--- config.mk ---
export PLATFORM = sky130hd
export DESIGN_NAME = hsa_ctrl
export DESIGN_NICKNAME = d
export VERILOG_FILES = /design/src/rtl/hsa_pkg.sv /design/src/rtl/hsa_ctrl.sv
export SDC_FILE = /design/constraint.sdc
export NUM_CORES = 1
export LEC_CHECK = 0
export ABC_AREA = 1
export ABC_CLOCK_PERIOD_IN_PS = 2110
export BUFFER_PORTS_ARGS = -buffer_cell sky130_fd_sc_hd__buf_2
export CAP_MARGIN = 20
export CORE_AREA = 2 2 39 41
export DETAILED_ROUTE_END_ITERATION = 8
export DIE_AREA = 0 0 41 43
export PLACE_DENSITY = 0.48
export SYNTH_ARGS = -nofsm -noshare
export SYNTH_HDL_FRONTEND = slang
export SYNTH_SLANG_ARGS = --single-unit
--- constraint.sdc ---
create_clock -name clk -period 2.11 [get_ports clk]
set_clock_uncertainty 0.05 [all_clocks]
set_input_delay 0.211 -clock clk [delete_from_list [all_inputs] [get_ports clk]]
set_output_delay 0.211 -clock clk [all_outputs]
set_load 0.005 [all_outputs]
--- src/rtl/hsa_pkg.sv ---
`default_nettype none

package hsa_pkg;

	localparam int TOP_COUNT_DEF  = 16;
	localparam int MID_COUNT_DEF  = 16;
	localparam int SLOT_COUNT_DEF = 16;

	localparam int DATA_W   = 16;
	localparam int IDX_W    = 4;
	localparam int STATUS_W = 2;

	localparam logic [STATUS_W-1:0] STATUS_OK      = 2'd0;
	localparam logic [STATUS_W-1:0] STATUS_FULL    = 2'd1;
	localparam logic [STATUS_W-1:0] STATUS_WAS_FREE = 2'd2;

	typedef enum logic [2:0] {
		ST_CLEAR,
		ST_IDLE,
		ST_MID,
		ST_LEAF,
		ST_FREE
	} state_t;

	// how a finished request is closed out
	typedef enum logic [1:0] {
		FIN_FULL,
		FIN_ALLOC,
		FIN_FREE
	} fin_kind_t;

	typedef struct packed {
		logic      clr;
		logic      accept;
		logic      leaf_rd;
		logic      fin;
		fin_kind_t fin_kind;
	} cmd_t;

	typedef struct packed {
		logic clr_last;
		logic top_found;
		logic out_free;
	} stat_t;

endpackage

`default_nettype wire

--- src/rtl/hsa_ctrl.sv ---
`default_nettype none

module hsa_ctrl (
	input  wire logic          clk,
	input  wire logic          arst_n,
	input  wire logic          s_tvalid,
	input  wire logic          s_tuser,
	output logic               s_tready,
	input  wire hsa_pkg::stat_t stat,
	output hsa_pkg::cmd_t      cmd
);

	hsa_pkg::state_t state_q;
	hsa_pkg::state_t state_d;

	always_ff @(posedge clk or negedge arst_n) begin
		if (!arst_n) begin
			state_q <= hsa_pkg::ST_CLEAR;
		end else begin
			state_q <= state_d;
		end
	end

	always_comb begin
		state_d = state_q;
		unique case (state_q)
			hsa_pkg::ST_CLEAR: begin
				if (stat.clr_last) begin
					state_d = hsa_pkg::ST_IDLE;
				end
			end
			hsa_pkg::ST_IDLE: begin
				if (s_tvalid) begin
					state_d = s_tuser ? hsa_pkg::ST_FREE : hsa_pkg::ST_MID;
				end
			end
			hsa_pkg::ST_MID: begin
				if (stat.top_found) begin
					state_d = hsa_pkg::ST_LEAF;
				end else if (stat.out_free) begin
					state_d = hsa_pkg::ST_IDLE;
				end
			end
			hsa_pkg::ST_LEAF, hsa_pkg::ST_FREE: begin
				if (stat.out_free) begin
					state_d = hsa_pkg::ST_IDLE;
				end
			end
			default: state_d = hsa_pkg::ST_IDLE;
		endcase
	end

	always_comb begin
		s_tready     = 1'b0;
		cmd.clr      = 1'b0;
		cmd.accept   = 1'b0;
		cmd.leaf_rd  = 1'b0;
		cmd.fin      = 1'b0;
		cmd.fin_kind = hsa_pkg::FIN_FULL;
		unique case (state_q)
			hsa_pkg::ST_CLEAR: begin
				cmd.clr = 1'b1;
			end
			hsa_pkg::ST_IDLE: begin
				s_tready   = 1'b1;
				cmd.accept = s_tvalid;
			end
			hsa_pkg::ST_MID: begin
				cmd.leaf_rd  = stat.top_found;
				cmd.fin      = !stat.top_found && stat.out_free;
				cmd.fin_kind = hsa_pkg::FIN_FULL;
			end
			hsa_pkg::ST_LEAF: begin
				cmd.fin      = stat.out_free;
				cmd.fin_kind = hsa_pkg::FIN_ALLOC;
			end
			hsa_pkg::ST_FREE: begin
				cmd.fin      = stat.out_free;
				cmd.fin_kind = hsa_pkg::FIN_FREE;
			end
			default: begin
			end
		endcase
	end

endmodule

`default_nettype wire

Yosys cells after proc, flatten, opt, wreduce, memory -nomap -nowiden:

Cells that the tools add are included.

* bits in registers: 3
* latch bits: 0
* bits in writable memories: 0
* memory bits (read-only): 0
* input bits: 7
* output and inout bits: 7
* word-level logic and storage cells: 23
* memories kept: 0

* add/sub/neg operators: 0
* multiply operators: 0
* div/mod/pow operators: 0
* $lt $le $gt $ge: 0
* eq/ne operators: 6
* shift-type cells: 0
* mux-type cells: 11
* bitwise operators: 0
* reductions and logical operators: 5

Operators with widths (count)
* 3-bit two-way mux: 5
* 3-bit case mux with 4 select lines: 1
* 3-bit case mux with 3 select lines: 1
* 3-bit by 2-bit equality test with 1-bit output (second input constant): 2
* 1-bit two-way mux: 4
* 2-bit inequality test (second input constant): 2
* 3-bit by 1-bit equality test with 1-bit output (second input constant): 1
* 3-bit equality test (second input constant): 1
* 3-bit logical NOT: 1
* 2-bit AND reduction: 1
* 2-bit OR reduction: 1
* 1-bit logical AND: 1
* 1-bit logical NOT: 1

Logic depth before layout (Yosys ltp):

* depth in word-level cells: 3
* depth in mapped cells: 8
* gate-level depth less buffers: 8

Worst setup path before layout:

Ideal clock, no wire load.

* path kind: register -> register
* start: reg state_q[2]
* end: reg state_q[0]
* library setup time: 0.116 ns
* arrival time: 0.932 ns
* data required time: 1.944 ns
* path slack: 1.012 ns
* stages on the path, launching flop included: 7
* path buffers: 0
* period minus slack after synthesis: 1.098 ns
* cells stage by stage: dfrtp_1 > nor3_2 > nand2_1 > nand2_2 > inv_2 > nand2_1 > nand2_1

* word-level cells in the longest chain between the ends: 3
* elaborated cells between the ends (all ways): 10
* classes of those cells: 6 x eq/ne; 1 x mux; 3 x reduce/logical

RTL lines
* from (decl): RTL line hsa_ctrl.sv:13 `hsa_pkg::state_t state_q;`
* from (signal assigned): RTL line hsa_ctrl.sv:18 `state_q <= hsa_pkg::ST_CLEAR;`
* from (signal assigned): RTL line hsa_ctrl.sv:20 `state_q <= state_d;`
* 3-bit by 2-bit equality test with 1-bit output (tied with other cells): RTL line hsa_ctrl.sv:26 `unique case (state_q)`
* 2-bit OR reduction or 2-bit inequality test (tied branches)
* 3-bit case mux with 4 select lines or 2-bit AND reduction (tied branches)

Parallel ways exist; a longest one is shown, timed or not.
A chain may end at the register's enable or synchronous reset.

==> flow_metrics.py <==
metrics = {
    "synth": {
        "synthTopCellsByArea": "dfrtp_1, nand2_1, inv_1, nor2_1, nand3_4",
        "async_reset_ff_frac": 1.00,
        "syn_area_sq_um": 298,
        "synth_edf_count": 0,
        "synth_most_common_cell": "nand2_1",
        "synth_top_cell_area_share": 0.252,
        "avgSynthCellArea_sq_um": 6.08,
        "synth_common_cells": "nand2_1, inv_1, nor2_1",
        "ys_seq_area_frac": 0.252,
        "synth_top_area_cell": "dfrtp_1",
        "ys.flop_type": "dfrtp_1",
        "ys_ff_latch": 3,
        "yosysUniqueCellTypes": 15,
        "synth_cells": 49,
        "yosys_warnings": 0,
        "synthesis.nets": 56,
    },
    "setup_path": {
        "endpoint": "cmd[2]",
        "crit_arrival_ns": 1.22,
        "r2r_slack_ns": 0.96,
        "startpoint": "state_q[0]",
        "r2r-start": "state_q[2]",
        "critical_path_class": "reg2out",
        "cp_data_required_time_ns": 1.85,
        "crit_path_end_kind": "output port",
        "start_kind": "register",
        "r2r.worst_path.cells": 6,
        "cp_max_fo": 8,
        "r2r_end": "state_q[0]",
    },
    "placement": {
        "numPortBuffers": 13,
        "place_inst": 77,
        "routabilityCongestion": 0.666,
        "dpl.hpwl_microns": 570,
    },
    "final_layout": {
        "drive_above_1_share": 0.379,
        "largest_reg_flops": 3,
        "final_nets": 74,
        "antenna-diode-count": 0,
        "fillers": 157,
        "top_register": "state_q",
        "area_growth_syn_to_layout_pct": 38.2,
        "largest_registers": "state_q (3)",
        "finalNonFillerCells": 82,
    },
    "global_route": {
        "antenna_found_initial": 0,
        "grt_max_degree": 9,
        "grt_first_pass_wirelength_mm": 1.09,
        "overflow": 0,
        "grt_pass1_vias": 313,
        "track_usage": 0.0954,
    },
    "detailed_routing": {
        "drt-initial-drc-count": 4,
        "drc": 0,
        "wl_microns": 701,
        "vias": 318,
        "viasPerCell": 3.88,
        "wl_per_cell_microns": 8.55,
        "final_antenna_net_count": 0,
        "first_pass_iters": 4,
    },
    "power": {
        "peakVddDrop_v": 0.000453,
        "cellPowerDensity_nw_per_um2": 1480,
        "p_leak_uw": 0.000265,
    },
    "die": {
        "die_w_microns": 41,
        "die_height_microns": 43,
        "die_area_sq_um": 1760,
        "pin_count": 14,
        "initial_core_util": 0.215,
        "rows": 14,
        "core_area_sq_um": 1380,
    },
    "timing": {
        "fmax_mhz": 675,
        "min_period_over_period": 0.702,
        "tightest_slew_ns": 0.304,
        "tns_ns": 0,
        "drv_slew": 0,
        "layout_min_cycle_time_ns": 1.48,
        "slew_headroom": 0.798,
        "finalSetupViolations": 0,
        "hold_viol": 0,
        "grt_setup_unrepaired": "no",
    },
    "clock_tree": {
        "htreeDepth": 1,
        "ctsRootBufferMaster": "clkbuf_4",
        "path_clk_slew_ns": 0.04,
        "numCtsBuffers": 3,
        "cts_sinks": 3,
        "cts_tree": "built",
        "clock_latency_ns": 0.23,
        "clock_path_buffers": 2,
        "cts_post_setup_buffers_inserted": 0,
    },
    "flow_run": {
        "cap_violations": 0,
    },
    "min_path": {
        "hold_path_class": "in2reg",
    },
    "status": {
        "outcome": "finished, final reports clean",
    },
}
## layout by cell type (no fill, tap or decap), drive strengths merged
cell type / count
nand4: 1
o21ai: 2
nor3: 1
nor2: 6
nand2: 15
nand3: 4
clkbuf: 4
inv: 14
a21oi: 2
dfrtp: 3
dlygate4sd3: 1
buf: 13
## worst min-delay path by stage
stage	start	endpoint	slack (ns)	cells past startpoint
after floorplan	arst_n	state_q[0]	-0.13	0
after global placement	arst_n	state_q[2]	-0.04	1
after detailed placement	arst_n	state_q[2]	-0.04	1
after CTS	s_tuser	state_q[2]	0.20	3
after global routing	s_tuser	state_q[2]	0.20	3
final	s_tuser	state_q[2]	0.20	3
## metal layers
| layer | vias up | global-route usage | wire, microns |
|---|---|---|---|
| li1 | 177 | - | - |
| met1 | 134 | 0.0900 | 289 |
| met2 | 7 | 0.153 | 377 |
| met3 | 0 | 0.0157 | 34 |
| met4 | 0 | 0.100 | 0 |
| met5 | - | 0 | 0 |
## report_power, final
group / switching, uW / internal (uW)
combinational: 216 / 153
sequential: 53.6 / 87.5
clock: 29.6 / 70.9
## area by class of cell
class / instances / area [sq um] / share of cell area
Multi-Input combinational cell: 31 / 160 / 0.389
Sequential cell: 3 / 75.1 / 0.182
Timing Repair Buffer: 14 / 75.1 / 0.182
Inverter: 14 / 55.1 / 0.134
Clock buffer: 4 / 26.3 / 0.0638
Tap cell: 16 / 20.0 / 0.0486
## repair_timing
action                                  in CTS  in global routing
resized for setup                            0                  0
endpoints found under the hold margin        3                  0
hold buffers                                 1                  0
endpoints found under the setup margin       0                  0
## per-stage QoR
step / utilization / cell area [sq um] / setup WS, ns / power (uW) / hold slack [ns]
6_report: 0.297 / 412 / 0.628 / 610 / 0.204
5_1_grt: 0.297 / 412 / 0.524 / 680 / 0.201
4_1_cts: 0.297 / 412 / 0.616 / 623 / 0.201
3_5_place_dp: 0.271 / 375 / 0.880 / 514 / -0.0418
3_3_place_gp: 0.271 / 375 / 0.858 / 517 / -0.0419
2_1_floorplan: - / 298 / 1.01 / 419 / -0.135
## cell families (layout without fill, tap and decap cells)
family          count (synthesis)  after routing  synth area share
compound gates                  4              4            0.0672
simple gates                   27             27             0.471
buf+inv                        15             32             0.210
flops                           3              3             0.252
## worst max-delay path, stage by stage (launching register included)
cell and delay [ns]:
dfrtp_1 0.47, nor2_1 0.13, nand2_1 0.11, a21oi_1 0.16, buf_2 0.12
Power figures use the tool's default switching activity.
